## src/sv/pcf_pkg.sv

```systemverilog
// ----------------------------------------------------------------------------
// pcf_pkg: shared constants for the pose frame transform
// CORDIC phase format, gain constant, guard bits and the arctangent table.
// ----------------------------------------------------------------------------
package pcf_pkg;

    // phase word: 2^32 equals one full turn
    localparam int PHASE_W = 32;

    // extra fraction bits carried through the CORDIC datapath
    localparam int GUARD = 20;

    // CORDIC gain compensation, 0x26DD3B6A / 2^30
    localparam int GAIN_SHIFT = 30;
    localparam logic signed [31:0] KGAIN = 32'sd652032874;

    // stage count the table supports
    localparam int ATAN_ENTRIES = 24;

    typedef logic [PHASE_W-1:0] t_phase;
    typedef t_phase t_atan_tab [ATAN_ENTRIES];

    // atan(2^-i) in phase units, rounded to nearest
    localparam t_atan_tab ATAN_PHASE = '{
        32'd536870912, 32'd316933406, 32'd167458907, 32'd85004756,
        32'd42667331,  32'd21354465,  32'd10680862,  32'd5340245,
        32'd2670163,   32'd1335087,   32'd667544,    32'd333772,
        32'd166886,    32'd83443,     32'd41722,     32'd20861,
        32'd10430,     32'd5215,      32'd2608,      32'd1304,
        32'd652,       32'd326,       32'd163,       32'd81
    };

endpackage

```

## src/sv/pcf_cell.sv

```systemverilog
// ----------------------------------------------------------------------------
// pcf_cell: one CORDIC micro-rotation stage
// Holds one rotated vector and residual phase; hands them to the next cell.
// ----------------------------------------------------------------------------
module pcf_cell #(
    parameter int DW    = 47,
    parameter int STAGE = 0
) (
    input  logic                               i_clk,
    input  logic                               i_en,
    input  logic signed [DW-1:0]               i_a,
    input  logic signed [DW-1:0]               i_b,
    input  logic signed [pcf_pkg::PHASE_W-1:0] i_z,
    output logic signed [DW-1:0]               o_a,
    output logic signed [DW-1:0]               o_b,
    output logic signed [pcf_pkg::PHASE_W-1:0] o_z
);
    localparam int ZW = pcf_pkg::PHASE_W;
    localparam logic signed [ZW-1:0] ATAN = pcf_pkg::ATAN_PHASE[STAGE];

    logic signed [DW-1:0] da, db;
    logic signed [DW-1:0] r_a, r_b, n_a, n_b;
    logic signed [ZW-1:0] r_z, n_z;

    // arithmetic shifts round toward minus infinity
    assign da = i_b >>> STAGE;
    assign db = i_a >>> STAGE;

    // rotate toward zero residual phase
    always_comb begin
        if (!i_z[ZW-1]) begin
            n_a = i_a - da;
            n_b = i_b + db;
            n_z = i_z - ATAN;
        end else begin
            n_a = i_a + da;
            n_b = i_b - db;
            n_z = i_z + ATAN;
        end
    end

    always_ff @(posedge i_clk) begin
        if (i_en) begin
            r_a <= n_a;
            r_b <= n_b;
            r_z <= n_z;
        end
    end

    assign o_a = r_a;
    assign o_b = r_b;
    assign o_z = r_z;

endmodule

```

## config.mk

```make
export PLATFORM = sky130hd
export DESIGN_NAME = pcf_cell
export DESIGN_NICKNAME = d
export VERILOG_FILES = /design/src/sv/pcf_pkg.sv /design/src/sv/pcf_cell.sv
export SDC_FILE = /design/constraint.sdc
export NUM_CORES = 1
export LEC_CHECK = 0
export BUFFER_PORTS_ARGS = -buffer_cell sky130_fd_sc_hd__buf_2
export CAP_MARGIN = 20
export CELL_PAD_IN_SITES_DETAIL_PLACEMENT = 0
export CELL_PAD_IN_SITES_GLOBAL_PLACEMENT = 2
export CORE_ASPECT_RATIO = 0.7
export CORE_MARGIN = 2
export CORE_UTILIZATION = 30
export CTS_BUF_LIST = sky130_fd_sc_hd__clkbuf_4
export DETAILED_ROUTE_END_ITERATION = 8
export HOLD_SLACK_MARGIN = 0.03
export MAX_ROUTING_LAYER = met4
export PLACE_DENSITY_LB_ADDON = 0.3
export SLEW_MARGIN = 20
export SYNTH_ARGS = -nofsm -noshare
export SYNTH_HDL_FRONTEND = slang
export SYNTH_SLANG_ARGS = --single-unit
```

## constraint.sdc

```tcl
create_clock -name i_clk -period 2.9 [get_ports i_clk]
set_input_delay 0.29 -clock i_clk [delete_from_list [all_inputs] [get_ports i_clk]]
set_output_delay 0.29 -clock i_clk [all_outputs]
set_load 0.02 [all_outputs]
```

==> flow_metrics.env <==
export IMPL_outcome="finished, violations left"
export IMPL_violations="negative setup slack"
export IMPL_final_common_cell="buf_4"
export IMPL_vias=14449
export IMPL_cts_tree="built"
export IMPL_dr_wl_met2_um=23180
export IMPL_finalCritPeriodShare=1.008
export IMPL_crit_chain="buf_2 -> inv_1 -> ha_1 -> nand4_1 -> nor4_2 -> buf_4 -> o211ai_1 -> buf_4 -> o2111a_1 -> o21ai_0 -> nor2b_1 -> buf_4 -> a21o_1 -> o311ai_1 -> xnor2_1"
export IMPL_layout_cells_most_common_list="buf_4, buf_2, a21oi_1"
export IMPL_gp_congestion=0.9609
export IMPL_cpPeakStageDelay_ns=0.43
export IMPL_grt_setup_unrepaired="false"
export IMPL_clock_fmax_ghz=0.3420
export IMPL_nFillCells=4211
export IMPL_hold_class="in2reg"
export IMPL_htreeDepth=4
export IMPL_grt_pass1_vias=13958
export IMPL_numCtsBuffers=17
export IMPL_maxCapViolations=0
export IMPL_syn_to_final_growth_pct=47.86
export IMPL_ys_warn_count=0
export IMPL_root_buffer="clkbuf_4"
export IMPL_antenna_found_initial=2
export IMPL_crit_path_start_kind="input pin"
export IMPL_drt_iter0_drc=1334
export IMPL_power_density_mw_per_mm2=417.9
export IMPL_dieArea_mm2=0.04429
export IMPL_final_setup_viol_count=1
export IMPL_top_layer="met4"
export IMPL_start_util=0.3030
export IMPL_syn_area_mm2=0.01278
export IMPL_ir_worst_vdd_mv=0.2473
export IMPL_first_pass_iters=5
export IMPL_io_buffers=253
export IMPL_arrival_ns=3.36
export IMPL_wl_um=59090
export IMPL_required_ns=3.33
export IMPL_async_reset_ff_frac=0
export IMPL_wire_per_inst_um=21.02
export IMPL_seq_area_frac_synth=0.2937
export IMPL_grt_max_degree=88
export IMPL_hold_slack_ns=0.1167
export IMPL_syn_nets=1803
export IMPL_cts_buffer_depth=2
export IMPL_worst_slew_pin_slew_ns=0.7358
export IMPL_path_common_cell="buf_4"
export IMPL_ys_ff_latch=125
export IMPL_critPathKind="in2reg"
export IMPL_cts_sinks=125
export IMPL_path_clk_slew_ns=0.17
export IMPL_crit_path_max_fanout=7
export IMPL_die_y_um=176.7
export IMPL_regArea_mm2=0.003754
export IMPL_drive_gt1_frac=0.3593
export IMPL_met3_wirelength_um=4790
export IMPL_dieWidth_um=250.7
export IMPL_ys_flop_type="edfxtp_1"
export IMPL_track_usage=0.2706
export IMPL_power_total_mw=7.897
export IMPL_wl_met1_um=30490
export IMPL_crit_slowest_cell="ha_1"
export IMPL_synth_cell_types=80
export IMPL_relSlewSlack=0.5053
export IMPL_multi_input_area_mm2=0.008303
export IMPL_vias_per_cell=5.140
export IMPL_gr_total_overflow=0
export IMPL_drc=0
export IMPL_syn_area_per_cell_um2=8.419
export IMPL_finalHoldViolCount=0
export IMPL_grt_pass1_wl_um=86550
export IMPL_core_area_mm2=0.04217
export IMPL_slew_violations=0
export IMPL_worst_slack_ns=-0.02416
export IMPL_synthCells=1518
export IMPL_antenna_left=0
export IMPL_dp_cells=2741
export IMPL_ioPinCount=254
export IMPL_finalNonFillerCells=2811
export IMPL_post_route_min_period_ns=2.924
export IMPL_nNetsFinal=2529
export IMPL_dp_hpwl_um=48930
export IMPL_leakage_nw=8.860
export IMPL_synth_edf_count=125
export IMPL_end_kind="flop"
export IMPL_fp_row_count=63
flip-flops by register name, summed over array words and instances (netlist names):
signal	count
o_a	47
o_b	46
o_z	32
power by group:
group          internal (mW)  leakage [nW]  switching (mW)
clock network          0.542         0.163           0.914
registers               2.35          1.22          0.0964
logic                   1.68          7.47            2.31
total                   4.58          8.86            3.32
cell families (layout without fill, tap and decap cells):
family / count (synthesis) / after routing / synth area share
buf+inv: 209 / 948 / 0.06374
other cells: 0 / 2 / 0
flops: 125 / 125 / 0.2937
simple gates: 387 / 387 / 0.1475
mux: 25 / 25 / 0.01958
xor+xnor: 91 / 91 / 0.06237
fa+ha+maj: 157 / 157 / 0.1561
compound gates: 524 / 524 / 0.2570
repair_timing:
item | CTS | global route
resized for setup | 0 | 16
hold endpoints to repair | 35 | 0
endpoints found under the setup margin | 0 | 18
hold buffers | 34 | 0
setup buffers | 0 | 2
path summary, 6_finish.rpt:
path	startpoint	to	slack [ns]	cells past startpoint
setup / recovery	i_a[19]	o_b[44]	-0.02	15
hold / removal	i_en	o_b[31]	0.12	1
synthesized netlist by cell type, types with 6 or more instances:
| library cell | number | share of area |
|---|---|---|
| inv_1 | 135 | 0.040 |
| a21oi_1 | 196 | 0.077 |
| a21o_1 | 26 | 0.015 |
| clkbuf_1 | 37 | 0.011 |
| o211ai_1 | 15 | 0.0088 |
| nand2_1 | 87 | 0.026 |
| a31oi_1 | 11 | 0.0054 |
| nand3_1 | 21 | 0.0082 |
| xnor2_1 | 80 | 0.055 |
| mux2i_1 | 25 | 0.020 |
| o21a_1 | 11 | 0.0065 |
| ha_1 | 153 | 0.15 |
| or2_2 | 6 | 0.0029 |
| nor2b_1 | 19 | 0.0093 |
| a211oi_1 | 13 | 0.0076 |
| nor4_1 | 14 | 0.0069 |
| nand4_1 | 30 | 0.015 |
| nand2b_1 | 17 | 0.0083 |
| or3_1 | 8 | 0.0039 |
| clkinv_1 | 7 | 0.0021 |
| edfxtp_1 | 125 | 0.29 |
| xor2_1 | 11 | 0.0075 |
| nor3_1 | 28 | 0.011 |
| buf_2 | 12 | 0.0047 |
| o31ai_1 | 26 | 0.015 |
| o21bai_1 | 31 | 0.018 |
| nor2_1 | 125 | 0.037 |
| o21ai_0 | 114 | 0.045 |
| buf_1 | 15 | 0.0044 |
through the flow:
step                        util  setup slack, ns  setup TNS (ns)  instance area, um^2
after floorplan                -         -0.02134        -0.02134                12800
after global placement    0.4305          -0.7370          -29.26                18160
after detailed placement  0.4305          -0.7014          -27.35                18160
after CTS                 0.4458          0.02329               0                18800
after global routing      0.4481         0.005862               0                18900
final                     0.4481         -0.02416        -0.02416                18900
routing by layer:
| layer | vias to the layer above | global-route usage |
|---|---|---|
| met1 | 6890 | 0.4175 |
| met4 | 0 | 0.05140 |
| met5 | - | - |
| li1 | 6941 | - |
| met2 | 589 | 0.3613 |
| met3 | 29 | 0.04794 |
layout make-up:
cell class / instances / share of cell area
inverters: 142 / 0.02821
diodes: 2 / 0.0002649
clock inverters: 15 / 0.009337
well taps: 552 / 0.03655
clock buffers: 17 / 0.006754
repair buffers: 774 / 0.2808
multi-input cells: 1184 / 0.4394
flip-flops and latches: 125 / 0.1986
worst max-delay path: cells and delay by family:
kind | cells | cell delay (ns)
fa+ha+maj | 1 | 0.43
compound gates | 5 | 0.78
simple gates | 3 | 0.94
buf+inv | 5 | 0.76
xor+xnor | 1 | 0.15
Power figures use the tool's default switching activity.
