File: src/sv/pcf_pkg.sv
// ----------------------------------------------------------------------------
// pcf_pkg: shared constants for the pose frame transform
// CORDIC phase format, gain constant, guard bits and the arctangent table.
// ----------------------------------------------------------------------------
package pcf_pkg;

    // phase word: 2^32 equals one full turn
    localparam int PHASE_W = 32;

    // extra fraction bits carried through the CORDIC datapath
    localparam int GUARD = 20;

    // CORDIC gain compensation, 0x26DD3B6A / 2^30
    localparam int GAIN_SHIFT = 30;
    localparam logic signed [31:0] KGAIN = 32'sd652032874;

    // stage count the table supports
    localparam int ATAN_ENTRIES = 24;

    typedef logic [PHASE_W-1:0] t_phase;
    typedef t_phase t_atan_tab [ATAN_ENTRIES];

    // atan(2^-i) in phase units, rounded to nearest
    localparam t_atan_tab ATAN_PHASE = '{
        32'd536870912, 32'd316933406, 32'd167458907, 32'd85004756,
        32'd42667331,  32'd21354465,  32'd10680862,  32'd5340245,
        32'd2670163,   32'd1335087,   32'd667544,    32'd333772,
        32'd166886,    32'd83443,     32'd41722,     32'd20861,
        32'd10430,     32'd5215,      32'd2608,      32'd1304,
        32'd652,       32'd326,       32'd163,       32'd81
    };

endpackage

File: src/sv/pcf_front.sv
// ----------------------------------------------------------------------------
// pcf_front: frame selection, quarter-turn pre-rotation and gain scaling
// Two register stages: offset/pre-rotate, then multiply by the CORDIC gain.
// ----------------------------------------------------------------------------
module pcf_front #(
    parameter int COORD_WIDTH = 24,
    parameter int ANGLE_WIDTH = 16
) (
    input  logic                            i_clk,
    input  logic                            i_en,
    input  logic                            i_dir,
    input  logic signed [COORD_WIDTH-1:0]   i_px,
    input  logic signed [COORD_WIDTH-1:0]   i_py,
    input  logic signed [COORD_WIDTH-1:0]   i_ox,
    input  logic signed [COORD_WIDTH-1:0]   i_oy,
    input  logic        [ANGLE_WIDTH-1:0]   i_oh,
    output logic signed [COORD_WIDTH+22:0]  o_a,
    output logic signed [COORD_WIDTH+22:0]  o_b,
    output logic signed [pcf_pkg::PHASE_W-1:0] o_z
);
    localparam int VW = COORD_WIDTH + 1;
    localparam int PW = VW + 32;
    localparam int DW = VW + pcf_pkg::GUARD + 2;
    localparam int SHIFT = pcf_pkg::GAIN_SHIFT - pcf_pkg::GUARD;
    localparam int ZW = pcf_pkg::PHASE_W;

    // quadrant codes of the rotation angle
    localparam logic [1:0] QUAD_0   = 2'd0;
    localparam logic [1:0] QUAD_90  = 2'd1;
    localparam logic [1:0] QUAD_180 = 2'd2;
    localparam logic [1:0] QUAD_270 = 2'd3;

    logic signed [VW-1:0]          vx, vy, va, vb;
    logic        [ANGLE_WIDTH-1:0] ang;
    logic signed [VW-1:0]          r_a, r_b, n_a, n_b;
    logic signed [ZW-1:0]          r_z, n_z;
    logic signed [PW-1:0]          prod_a, prod_b;
    logic signed [DW-1:0]          r_ga, r_gb;
    logic signed [ZW-1:0]          r_gz;

    // world to robot: subtract origin, rotate by -heading; else by heading
    always_comb begin
        if (i_dir) begin
            vx  = VW'(i_px);
            vy  = VW'(i_py);
            ang = i_oh;
        end else begin
            vx  = VW'(i_px) - VW'(i_ox);
            vy  = VW'(i_py) - VW'(i_oy);
            ang = '0 - i_oh;
        end
    end

    // exact quarter-turn pre-rotation from the top two angle bits
    always_comb begin
        case (ang[ANGLE_WIDTH-1 -: 2])
            QUAD_90: begin
                va = -vy;
                vb = vx;
            end
            QUAD_180: begin
                va = -vx;
                vb = -vy;
            end
            QUAD_270: begin
                va = vy;
                vb = -vx;
            end
            QUAD_0: begin
                va = vx;
                vb = vy;
            end
            default: begin
                va = vx;
                vb = vy;
            end
        endcase
        n_a = va;
        n_b = vb;
        // residual phase in [0, 90 deg)
        n_z = {2'b00, ang[ANGLE_WIDTH-3:0], {(ZW - ANGLE_WIDTH){1'b0}}};
    end

    always_ff @(posedge i_clk) begin
        if (i_en) begin
            r_a <= n_a;
            r_b <= n_b;
            r_z <= n_z;
        end
    end

    // gain compensation, floor shift to GUARD fraction bits
    assign prod_a = PW'(r_a) * PW'(pcf_pkg::KGAIN);
    assign prod_b = PW'(r_b) * PW'(pcf_pkg::KGAIN);

    always_ff @(posedge i_clk) begin
        if (i_en) begin
            r_ga <= prod_a[SHIFT +: DW];
            r_gb <= prod_b[SHIFT +: DW];
            r_gz <= r_z;
        end
    end

    assign o_a = r_ga;
    assign o_b = r_gb;
    assign o_z = r_gz;

endmodule

File: config.mk
export PLATFORM = sky130hd
export DESIGN_NAME = pcf_front
export DESIGN_NICKNAME = d
export VERILOG_FILES = /design/src/sv/pcf_pkg.sv /design/src/sv/pcf_front.sv
export SDC_FILE = /design/constraint.sdc
export NUM_CORES = 2
export LEC_CHECK = 0
export ABC_CLOCK_PERIOD_IN_PS = 6760
export BUFFER_PORTS_ARGS = -buffer_cell sky130_fd_sc_hd__buf_2
export CORE_ASPECT_RATIO = 0.75
export CORE_UTILIZATION = 45
export DETAILED_ROUTE_END_ITERATION = 8
export SETUP_SLACK_MARGIN = 0.15
export SKIP_CTS_REPAIR_TIMING = 1
export SLEW_MARGIN = 5
export SYNTH_ARGS = -nofsm -noshare
export SYNTH_HDL_FRONTEND = slang
export SYNTH_SLANG_ARGS = --single-unit
File: constraint.sdc
create_clock -name i_clk -period 6.76 [get_ports i_clk]
set_clock_uncertainty 0.1 [all_clocks]
set_input_delay 0.338 -clock i_clk [delete_from_list [all_inputs] [get_ports i_clk]]
set_output_delay 0.338 -clock i_clk [all_outputs]
set_load 0.02 [all_outputs]
==> flow_summary_export.csv <==
group,metric,value,unit
final_layout,nNetsFinal,5578,
critical_path,crit_family,"adder cells",
worst_hold_path,worstHoldPathType,"in -> reg",
run,max-cap-violations,0,
sta,number_of_endpoints_with_negative_hold_slack_in_the_final_report,0,
clock_network,clockRootBuffer,"sky130_fd_sc_hd__clkbuf_16",
critical_path,timing.critical_path.arrival,7.29,ns
final_layout,layout-drive-gt1-share,23.0,%
die,die_x,329,um
synthesis,synthTopCellsByArea,"sky130_fd_sc_hd__fa_1 35%, sky130_fd_sc_hd__ha_1 19%, sky130_fd_sc_hd__edfxtp_1 14%",
final_layout,final-seq-area,5100,sq um
clock_network,cts_bufs_inserted,17,
final_layout,n_fill_cell,7051,
synthesis,async_reset_ff_share,0,%
critical_path,most_prevalent_standard_cell_on_the_critical_path,"sky130_fd_sc_hd__fa_1",
final_layout,final_cell_mix,"938 x sky130_fd_sc_hd__inv_1, 583 x sky130_fd_sc_hd__fa_1, 500 x sky130_fd_sc_hd__ha_1",
critical_path,crit_type,"reg -> reg",
die,ioPinCount,241,
place,placement.io_buffers,222,
final_layout,multiInputGateArea,28200,sq um
critical_path,cp_slowest_stage_delay,0.64,ns
clock_network,clk_sinks,170,
die,design.die.area,81300,sq um
global_route,track_usage,25.4,%
die,floorplan.initialDensity,45.7,%
critical_path,critical_path.n_buffers_inverters,4,
synthesis,fraction_of_the_yosys_area_taken_by_sequential_cells,14.1,%
sta,finalMaxSlewViolations,0,
status,outcome,"complete, but fails checks",
critical_path,critPathSlowestCell,"sky130_fd_sc_hd__fa_1",
global_route,grt_antenna_before_repair,1,
sta,max_slew.worst_pin.slew,1.06,ns
synthesis,synth.top_cell.area_share,34.6,%
global_route,grt_start_max_net_pins,71,
synthesis,syn-cell-area,36100,sq um
sta,max_freq,140,MHz
sta,timing.final.setup_violations,26,
critical_path,required,6.91,ns
place,dpl_cell_area,41500,sq um
synthesis,yosys_most_used_dff,"sky130_fd_sc_hd__edfxtp_1",
clock_network,clk_path_buf_depth,2,
sta,final_min_period_over_clock_period,106,%
drt,vias,27000,
clock_network,tritoncts_clock_tree,"yes",
final_layout,finalNonFillerCells,5346,
global_route,vias_in_the_first_global_route,26800,
final_layout,area_growth_syn_to_layout,21.2,%
critical_path,critPathMaxFanout,5,
critical_path,crit_chain,"fa_1 -> fa_1 -> fa_1 -> fa_1 -> fa_1 -> fa_1 -> inv_1 -> fa_1 -> inv_1 -> ha_4 -> a21o_1 -> a21o_1 -> o21ai_2 -> nor2_1 -> o21ai_2 -> a21oi_4 -> o211ai_1 -> o21ai_2 -> a311oi_4 -> buf_4 -> o31ai_4 -> buf_4 -> xor2_1",
drt,first_iter_violations,2035,
final_layout,layout_commonest_cell,"sky130_fd_sc_hd__inv_1",
synthesis,ys_seq_elements,170,
synthesis,yosys.cell_types.count,90,
drt,postRouteWirelength,102,mm
synthesis,synth_area_leader,"sky130_fd_sc_hd__fa_1",
sta,normalized_max_slew_margin,29.0,%
global_route,grt.overflow.total,0,
synthesis,yosys_warnings,0,
die,core-area,79000,sq um
critical_path,worst_setup_path_start_kind,"register",
drt,ant_nets,0,
clock_network,htree_levels,4,
global_route,wire_length_of_the_first_global_routing_pass,154,mm
synthesis,syn-mean-instance-area,9.97,sq um
place,post-dp-hpwl,89.1,mm
drt,post-route-drc-count,15,
sta,layout_setup_ws,-0.381,ns
drt,vias_per_cell,5.05,
place,finalWeightedCongestion,1.01,
sta,final_period_minus_worst_setup_slack,7.14,ns
sta,unrepaired_setup_endpoints_after_global_routing,"yes",
synthesis,synthesis.instances,3620,
synthesis,synth_enable_flop_cells,170,
drt,post_drt_wl_per_cell,19.1,um
clock_network,clock_latency_late_sink,0.52,ns
critical_path,end_kind,"register",
clock_network,clk_pin_slew,0.08,ns
die,die_y,247,um
place,dp_cells,5237,
die,placement_rows,89,
drt,drt-pass1-iter-count,9,
status,failed_checks,"DRC, setup timing",
final_layout,stdcell_area,43700,sq um
==> metrics by stage <==
stage	util [%]	setup TNS [ns]	hold WS (ns)	setup WS (ns)
after floorplan	-	0	0.300	0.0772
after global placement	52.6	-4.58	0.301	-0.326
after detailed placement	52.6	-7.04	0.305	-0.425
after CTS	53.4	-7.49	-0.0795	-0.443
after global routing	55.4	-10.74	0.0311	-0.623
final	55.4	-4.33	0.0483	-0.381
==> sequential cells by signal, summed over array words and instances, names as in the netlist <==
name / flops
o_a: 46
o_b: 46
r_a: 25
r_b: 25
o_z: 14
r_z: 14
==> cell usage after synthesis (20+ instances only) <==
cell type and n:
sky130_fd_sc_hd__edfxtp_1 170, sky130_fd_sc_hd__nand2_1 112, sky130_fd_sc_hd__xor2_1 54, sky130_fd_sc_hd__o21ai_0 104, sky130_fd_sc_hd__o21a_1 36, sky130_fd_sc_hd__o31ai_1 20, sky130_fd_sc_hd__nor2_1 181, sky130_fd_sc_hd__nand3_1 48
sky130_fd_sc_hd__a21oi_1 136, sky130_fd_sc_hd__a31oi_1 20, sky130_fd_sc_hd__nand4_1 20, sky130_fd_sc_hd__a211oi_1 20, sky130_fd_sc_hd__clkbuf_1 33, sky130_fd_sc_hd__nor3_1 50, sky130_fd_sc_hd__a21o_1 53, sky130_fd_sc_hd__buf_4 22
sky130_fd_sc_hd__inv_1 977, sky130_fd_sc_hd__fa_1 624, sky130_fd_sc_hd__ha_1 553, sky130_fd_sc_hd__xnor2_1 69
==> routing by layer <==
metal / wire length, um / GRT usage (%)
met1: 51800 / 40.0
met2: 40300 / 34.5
met3: 8840 / 6.84
met4: 1130 / 4.25
met5: 0 / 0
==> worst paths after layout <==
check / slack (ns) / end / cells past startpoint / startpoint
min: 0.05 / r_z[29]$_DFFE_PP_ / 2 / i_oh[13]
max reg2reg: -0.38 / o_a[44]$_DFFE_PP_ / 23 / r_a[17]$_DFFE_PP_
max: -0.38 / o_a[44]$_DFFE_PP_ / 23 / r_a[17]$_DFFE_PP_
min reg2reg: 0.32 / o_z[25]$_DFFE_PP_ / 0 / r_z[25]$_DFFE_PP_
==> cells by family (layout without fill, tap and decap cells) <==
logic type      count (synthesis)  in the layout  synth area share, %
xor+xnor                      123            123                 2.99
compound gates                517            517                 9.36
flops                         170            170                 14.1
simple gates                  563            563                 7.74
other cells                     1             19               0.0104
buf+inv                      1047           1709                 11.3
mux                            22             22                0.624
fa+ha+maj                    1177           1177                 53.8
==> final cells by class <==
cell class	count	area share, %
flip-flops and latches	170	11.7
clock inverters	15	0.469
diodes	1	0.00572
inverters	977	8.40
clock buffers	17	0.973
well taps	1046	2.99
repair buffers	700	11.0
multi-input cells	2420	64.5
Power is left out: the tool's default activity adds up to more than one toggle a clock period on the data nets, which glitch-free logic cannot reach.
