$ cat config.mk
export PLATFORM = sky130hd
export DESIGN_NAME = pcf_back
export DESIGN_NICKNAME = d
export VERILOG_FILES = /design/src/sv/pcf_pkg.sv /design/src/sv/pcf_back.sv
export SDC_FILE = /design/constraint.sdc
export NUM_CORES = 1
export LEC_CHECK = 0
export BUFFER_PORTS_ARGS = -buffer_cell sky130_fd_sc_hd__buf_4
export CAP_MARGIN = 0
export CORE_MARGIN = 3
export CORE_UTILIZATION = 58
export CTS_BUF_LIST = sky130_fd_sc_hd__clkbuf_4
export DETAILED_ROUTE_END_ITERATION = 8
export GPL_TIMING_DRIVEN = 0
export PLACE_DENSITY_LB_ADDON = 0.1
export SLEW_MARGIN = 20
export SYNTH_ARGS = -nofsm -noshare
export SYNTH_HDL_FRONTEND = slang
export SYNTH_SLANG_ARGS = --single-unit
export TNS_END_PERCENT = 100
$ cat constraint.sdc
create_clock -name i_clk -period 8 [get_ports i_clk]
set_clock_uncertainty 0.1 [all_clocks]
set_input_delay 0.8 -clock i_clk [delete_from_list [all_inputs] [get_ports i_clk]]
set_output_delay 0.8 -clock i_clk [all_outputs]
set_load 0.005 [all_outputs]
$ cat src/sv/pcf_pkg.sv
// ----------------------------------------------------------------------------
// pcf_pkg: shared constants for the pose frame transform
// CORDIC phase format, gain constant, guard bits and the arctangent table.
// ----------------------------------------------------------------------------
package pcf_pkg;

    // phase word: 2^32 equals one full turn
    localparam int PHASE_W = 32;

    // extra fraction bits carried through the CORDIC datapath
    localparam int GUARD = 20;

    // CORDIC gain compensation, 0x26DD3B6A / 2^30
    localparam int GAIN_SHIFT = 30;
    localparam logic signed [31:0] KGAIN = 32'sd652032874;

    // stage count the table supports
    localparam int ATAN_ENTRIES = 24;

    typedef logic [PHASE_W-1:0] t_phase;
    typedef t_phase t_atan_tab [ATAN_ENTRIES];

    // atan(2^-i) in phase units, rounded to nearest
    localparam t_atan_tab ATAN_PHASE = '{
        32'd536870912, 32'd316933406, 32'd167458907, 32'd85004756,
        32'd42667331,  32'd21354465,  32'd10680862,  32'd5340245,
        32'd2670163,   32'd1335087,   32'd667544,    32'd333772,
        32'd166886,    32'd83443,     32'd41722,     32'd20861,
        32'd10430,     32'd5215,      32'd2608,      32'd1304,
        32'd652,       32'd326,       32'd163,       32'd81
    };

endpackage

$ cat src/sv/pcf_back.sv
// ----------------------------------------------------------------------------
// pcf_back: rounding to coordinate LSB, origin add and saturation
// One register stage for rounding; origin add and clamp follow it.
// ----------------------------------------------------------------------------
module pcf_back #(
    parameter int COORD_WIDTH = 24
) (
    input  logic                           i_clk,
    input  logic                           i_en,
    input  logic signed [COORD_WIDTH+22:0] i_a,
    input  logic signed [COORD_WIDTH+22:0] i_b,
    input  logic                           i_dir,
    input  logic signed [COORD_WIDTH-1:0]  i_ox,
    input  logic signed [COORD_WIDTH-1:0]  i_oy,
    output logic signed [COORD_WIDTH-1:0]  o_x,
    output logic signed [COORD_WIDTH-1:0]  o_y
);
    localparam int DW = COORD_WIDTH + 23;
    localparam int RW = DW - pcf_pkg::GUARD;
    localparam int SW = RW + 1;
    localparam logic signed [DW-1:0] HALF = DW'(1) << (pcf_pkg::GUARD - 1);

    logic signed [DW-1:0]          rnd_a, rnd_b;
    logic signed [RW-1:0]          r_rx, r_ry;
    logic signed [SW-1:0]          add_x, add_y, sum_x, sum_y;

    // round half up, then floor shift
    assign rnd_a = i_a + HALF;
    assign rnd_b = i_b + HALF;

    always_ff @(posedge i_clk) begin
        if (i_en) begin
            r_rx <= rnd_a[DW-1:pcf_pkg::GUARD];
            r_ry <= rnd_b[DW-1:pcf_pkg::GUARD];
        end
    end

    // origin add in robot-to-world mode
    assign add_x = i_dir ? SW'(i_ox) : '0;
    assign add_y = i_dir ? SW'(i_oy) : '0;
    assign sum_x = SW'(r_rx) + add_x;
    assign sum_y = SW'(r_ry) + add_y;

    // clamp: in range when all bits above the result sign agree
    function automatic logic [COORD_WIDTH-1:0] sat(input logic [SW-1:0] v);
        logic [SW-COORD_WIDTH:0] top;
        top = v[SW-1:COORD_WIDTH-1];
        if (top == '0 || top == '1) begin
            sat = v[COORD_WIDTH-1:0];
        end else if (v[SW-1]) begin
            sat = {1'b1, {(COORD_WIDTH-1){1'b0}}};
        end else begin
            sat = {1'b0, {(COORD_WIDTH-1){1'b1}}};
        end
    endfunction

    assign o_x = sat(sum_x);
    assign o_y = sat(sum_y);

endmodule

==> results of run 1 <==
==> registers in the layout, indices dropped and copies added (netlist names) <==
name / flops
r_ry: 27
r_rx: 27
==> power by group <==
group          internal, uW  switching (uW)
sequential              338            9.12
clock                  64.8            98.8
combinational           288             317
==> Yosys cell counts (3+ instances only) <==
cell	number	area [um^2]
a21o_1	37	278
a21oi_1	65	325
a21oi_2	11	96.3
a31o_2	4	35.0
a31oi_1	7	43.8
and2_1	50	313
and3_1	8	50.1
and4_1	4	35.0
buf_2	7	35.0
clkbuf_1	11	41.3
edfxtp_1	54	1620
ha_1	56	701
inv_1	19	71.3
nand2_1	64	240
nand2b_1	7	43.8
nand3_1	21	105
nand4_1	26	163
nor2_1	40	150
nor2b_1	5	31.3
nor3_1	9	45.0
o2111ai_1	3	26.3
o211ai_1	3	22.5
o21a_1	5	37.5
o21ai_0	25	125
o21ai_1	3	15.0
o21bai_1	5	37.5
o221ai_1	3	26.3
o31ai_2	3	37.5
or2_2	5	31.3
xnor2_1	58	508
xor2_1	36	315
==> cell type report <==
class	count	share of cell area, %
tap	133	2.22
multi-input combinational	609	57.6
sequential	54	21.6
timing repair buffer	153	15.3
buffer	20	1.32
inverter	19	0.949
clock buffer	5	0.500
clock inverter	2	0.516
==> path summary, 6_finish.rpt <==
path,to,slack (ns),cells after the start
setup / recovery,o_y[9],1.94,17
hold / removal,r_ry[23],0.57,2
==> per-layer routing <==
| layer | part of all wire (%) | vias to the layer above |
|---|---|---|
| li1 | - | 2907 |
| met1 | 41 | 2761 |
| met2 | 48 | 268 |
| met3 | 8.4 | 34 |
| met4 | 2.3 | 0 |
| met5 | 0 | - |
==> kinds of logic (layout without fill, tap and decap cells) <==
family	Yosys count	in the layout	synth area share [%]
compound gates	203	203	23.4
flops	54	54	26.5
mux	2	2	0.347
xor+xnor	94	94	13.5
simple gates	252	252	21.4
buf+inv	39	199	2.78
fa+ha+maj	58	58	12.1
==> through the flow <==
stage,total power (uW),setup WS [ns]
after floorplan,706,3.16
after global placement,934,2.15
after detailed placement,949,2.03
after CTS,1110,2.01
after global routing,1180,1.54
final,1120,1.94
==> results.json, run 1 <==
{
  "max_slew_margin_pct": 51.4,
  "cts_max_path_buffers": 2,
  "busiest_layer": "met2",
  "grtUsageMet1_pct": 37.3,
  "antenna-diode-count": 0,
  "use_met2_pct": 49.6,
  "cts.clk_slew.worst_paths_ns": 0.17,
  "fin_util_pct": 75.1,
  "start_util_pct": 61.2,
  "place_hpwl_mm": 13.8,
  "regArea_mm2": 0.00162,
  "worst_pin_slew_ns": 0.729,
  "multiInputGateArea_mm2": 0.00433,
  "dr.pass1.iters": 5,
  "outcome": "completed",
  "grt_pass1_vias": 5873,
  "cp_num_buf_inv": 5,
  "finalSetupViolCount": 0,
  "cts_root_buf": "clkbuf_4",
  "critical-path-max-stage-delay_ns": 0.49,
  "ir_drop_mv": 0.0997,
  "dpl.cell_count": 988,
  "h-tree-depth": 2,
  "grt_pass1_wl_mm": 27.1,
  "place_congestion": 0.909,
  "synth-seq-cells": 54,
  "cts_hold_buf": 0,
  "cts_buffers": 5,
  "dieHeight_um": 109,
  "drv_slew": 0,
  "gr-usage-met3_pct": 3.85,
  "hold_start": "i_b[43]",
  "wl_per_cell_um": 17.0,
  "tritoncts": "built",
  "drv_cap": 0,
  "num_rows": 36,
  "crit_type": "primary input to output pin",
  "worstHoldPathType": "primary input to flip-flop",
  "required_ns": 7.10,
  "period_share_pct": 75.7,
  "setup.worst_path.end_class": "output pin",
  "finalHoldViolations": 0,
  "synth-seq-area-share_pct": 26.5,
  "io_buffers": 153,
  "drc": 0,
  "synth_edf_count": 54,
  "fmax_mhz": 165,
  "rsz0062_at_grt": "no",
  "antenna_found_initial": 0,
  "grt_max_degree": 55,
  "grt_overflow": 0,
  "syn_area_mm2": 0.00612,
  "ys.flop_type": "edfxtp_1",
  "critPathMaxFanout": 10,
  "core_mm2": 0.0100,
  "grtUsageTotal_pct": 28.6,
  "synth.avg_cell_area_um2": 8.72,
  "fin_cells": 995,
  "ant_nets": 0,
  "syn_inst": 702,
  "synth_fp_nets": 905,
  "vias_per_cell": 6.00,
  "cts_sinks": 54,
  "critPathLaunchType": "primary input",
  "io_pins": 193,
  "slowest_stage": "a41oi_1",
  "die_w_um": 109,
  "cp-startpoint": "i_dir",
  "nets": 1065,
  "final.setup.tns_ns": 0,
  "dieArea_mm2": 0.0118,
  "drive_above_1_share_pct": 23.9,
  "cts_setup_buffers": 0,
  "cp.arrival_ns": 5.16,
  "vias": 5970,
  "placed_area_mm2": 0.00744,
  "n_fill_cell": 809,
  "yosys_warnings": 0,
  "cp_cell_sequence": "clkbuf_1, clkbuf_1, and2_1, ha_1, inv_1, fa_1, nor2b_1, o2111ai_1, a21oi_1, nor2_1, o21ai_1, a311oi_1, xnor2_1, a41oi_1, clkbuf_1, a21oi_1, buf_4",
  "first_iter_violations": 374,
  "async_flop_share_pct": 0,
  "postRouteWirelength_mm": 16.9,
  "hold_ws_ns": 0.573,
  "synth.distinct_cells": 67,
  "ctsResizeCount": 0,
  "power_density_mw_per_mm2": 148,
  "post-route-min-period_ns": 6.06,
  "area_growth_syn_to_layout_pct": 22.7,
  "p_leak_uw": 0.00323,
  "cp_top_family": "compound AO/OA/AOI/OAI gates",
  "final_cell_mix": "buf_4 (153), a21oi_1 (65), nand2_1 (64)",
  "final_area_mm2": 0.00751,
  "path_common_cell": "clkbuf_1",
  "final_common_cell": "buf_4"
}
(Power assumes the default switching activity.)
==> inputs of run 2 (changes only) <==
CORE_UTILIZATION = 49   (was 58)
clock period = 4.9 ns   (was 8 ns; I/O delays follow)
==> results.json, run 2 (synthesis gave the netlist of run 1 again) <==
{
  "final_cell_mix": "buf_4 (155), nand2_1 (64), a21oi_1 (63)",
  "worstHoldPathType": "primary input to flip-flop",
  "outcome": "completed",
  "multiInputGateArea_mm2": 0.00440,
  "tritoncts": "built",
  "postRouteWirelength_mm": 17.0,
  "core_mm2": 0.0121,
  "pre_cts_slack_ns": -0.392,
  "io_buffers": 153,
  "grt_max_degree": 55,
  "cts_buffers": 5,
  "area_growth_syn_to_layout_pct": 25.1,
  "use_met2_pct": 38.3,
  "cp.arrival_ns": 4.09,
  "finalSetupViolCount": 0,
  "p_leak_uw": 0.00326,
  "p_sw_share_pct": 38.7,
  "antenna-diode-count": 0,
  "grt_pass1_vias": 5608,
  "h-tree-depth": 2,
  "setup.worst_path.end_class": "output pin",
  "hold_end": "r_rx[8]",
  "wl_per_cell_um": 16.5,
  "critPathLaunchType": "primary input",
  "grt_pass1_wl_mm": 27.7,
  "start_util_pct": 50.5,
  "max_slew_margin_pct": 50.0,
  "fmax_mhz": 213,
  "place_hpwl_mm": 13.9,
  "place_congestion": 0.955,
  "dr.pass1.iters": 4,
  "antenna_found_initial": 0,
  "final_area_mm2": 0.00766,
  "rsz0062_at_grt": "no",
  "power.switching_uw": 720,
  "finalHoldViolations": 0,
  "placed_area_mm2": 0.00748,
  "dieArea_mm2": 0.0139,
  "gr-usage-met3_pct": 4.71,
  "cts_max_path_buffers": 2,
  "ir_drop_mv": 0.176,
  "worst_pin_slew_ns": 0.750,
  "hold_depth": 2,
  "internal_power_uw": 1140,
  "total_power_uw": 1860,
  "vias_per_cell": 5.64,
  "io_pins": 193,
  "busiest_layer": "met2",
  "worst_slack_ns": 0.216,
  "drc": 0,
  "power_density_mw_per_mm2": 243,
  "nets": 1066,
  "die_w_um": 118,
  "post-route-min-period_ns": 4.68,
  "num_rows": 40,
  "n_fill_cell": 1065,
  "first_iter_violations": 327,
  "critPathMaxFanout": 10,
  "final_common_cell": "buf_4",
  "drv_slew": 0,
  "drive_above_1_share_pct": 25.7,
  "power_frac_comb_pct": 54.4,
  "grtUsageMet1_pct": 34.1,
  "vias": 5825,
  "drv_cap": 0,
  "cts.clk_slew.worst_paths_ns": 0.19,
  "clock_power_share_pct": 15.2,
  "grtUsageTotal_pct": 24.0,
  "hold_ws_ns": 0.227,
  "period_share_pct": 95.6,
  "cts_root_buf": "clkbuf_4",
  "dieHeight_um": 118,
  "cts_hold_buf": 0,
  "seqPwrFrac_pct": 30.4,
  "hold_start": "i_a[28]",
  "ant_nets": 0,
  "grt_overflow": 0,
  "cts_sinks": 54,
  "crit_type": "primary input to output pin",
  "reg_top3": "r_rx (27), r_ry (27)",
  "required_ns": 4.31,
  "regArea_mm2": 0.00162
}
==> run 2: changes by cell type in the layout (fill, tap and decap cells not counted), moves of 2 or more <==
cell	change
a21oi_2	+2
clkbuf_1	-4
clkbuf_2	+3
buf_4	+2
clkinvlp_4	+2
a21oi_1	-2
buf_6	+2
buf_2	-2
==> run 2: how the worst max path moves through the flow <==
stage	to	depth (start not counted)	slack, ns	startpoint
floorplan	o_x[1]	15	0.68	i_dir
global placement	o_x[1]	16	-0.26	i_dir
detailed placement	o_y[2]	17	-0.39	i_dir
CTS	o_x[14]	17	0.004	i_dir
global route	o_x[14]	18	0.0008	i_dir
finish	o_x[1]	18	0.22	i_dir
==> run 2: metrics by stage <==
step / instances / utilization, % / TNS, ns
2_1_floorplan: 702 / - / 0
3_3_place_gp: 1023 / 61.8 / -8.35
3_5_place_dp: 1023 / 61.8 / -13.52
4_1_cts: 1031 / 62.6 / 0
5_1_grt: 1032 / 63.2 / 0
6_report: 1032 / 63.2 / 0
==> run 2: timing repair <==
item	4_1_cts	5_1_grt
endpoints found under the setup margin	46	46
pin swaps	0	4
gates resized for setup	5	20
setup buffers	0	1
==> run 2: area by class of cell <==
class                   instances  share of cell area, %
plain buffers                  20                   1.55
repair buffers                154                   15.1
flip-flops and latches         54                   21.2
well taps                     168                   2.75
multi-input cells             609                   57.4
inverters                      19                  0.932
clock inverters                 3                  0.588
clock buffers                   5                  0.490
==> run 2: per-layer routing <==
metal  vias up  wire [um]
met2       183       7780
met1      2717       7950
met3        16       1080
li1       2909          -
met5         -          0
met4         0        232
==> run 2: power by group through the flow <==
stage	combinational, uW	clock, uW	sequential, uW
after floorplan	582	0	571
after global placement	968	0	576
after detailed placement	982	0	577
after CTS	991	287	567
after global routing	1110	306	571
final	1010	282	567
==> run 2: critical path, stage by stage <==
cell and delay [ns]:
clkbuf_2 0.20, buf_4 0.21, and2_1 0.14, ha_1 0.16
inv_1 0.06, fa_1 0.42, nor2b_2 0.16, o2111ai_2 0.17
a2111oi_4 0.44, o2111ai_2 0.21, o21ai_1 0.18, a21oi_1 0.11
xor2_2 0.20, o41ai_4 0.33, buf_4 0.19, buf_6 0.14
a21o_1 0.16, buf_4 0.11
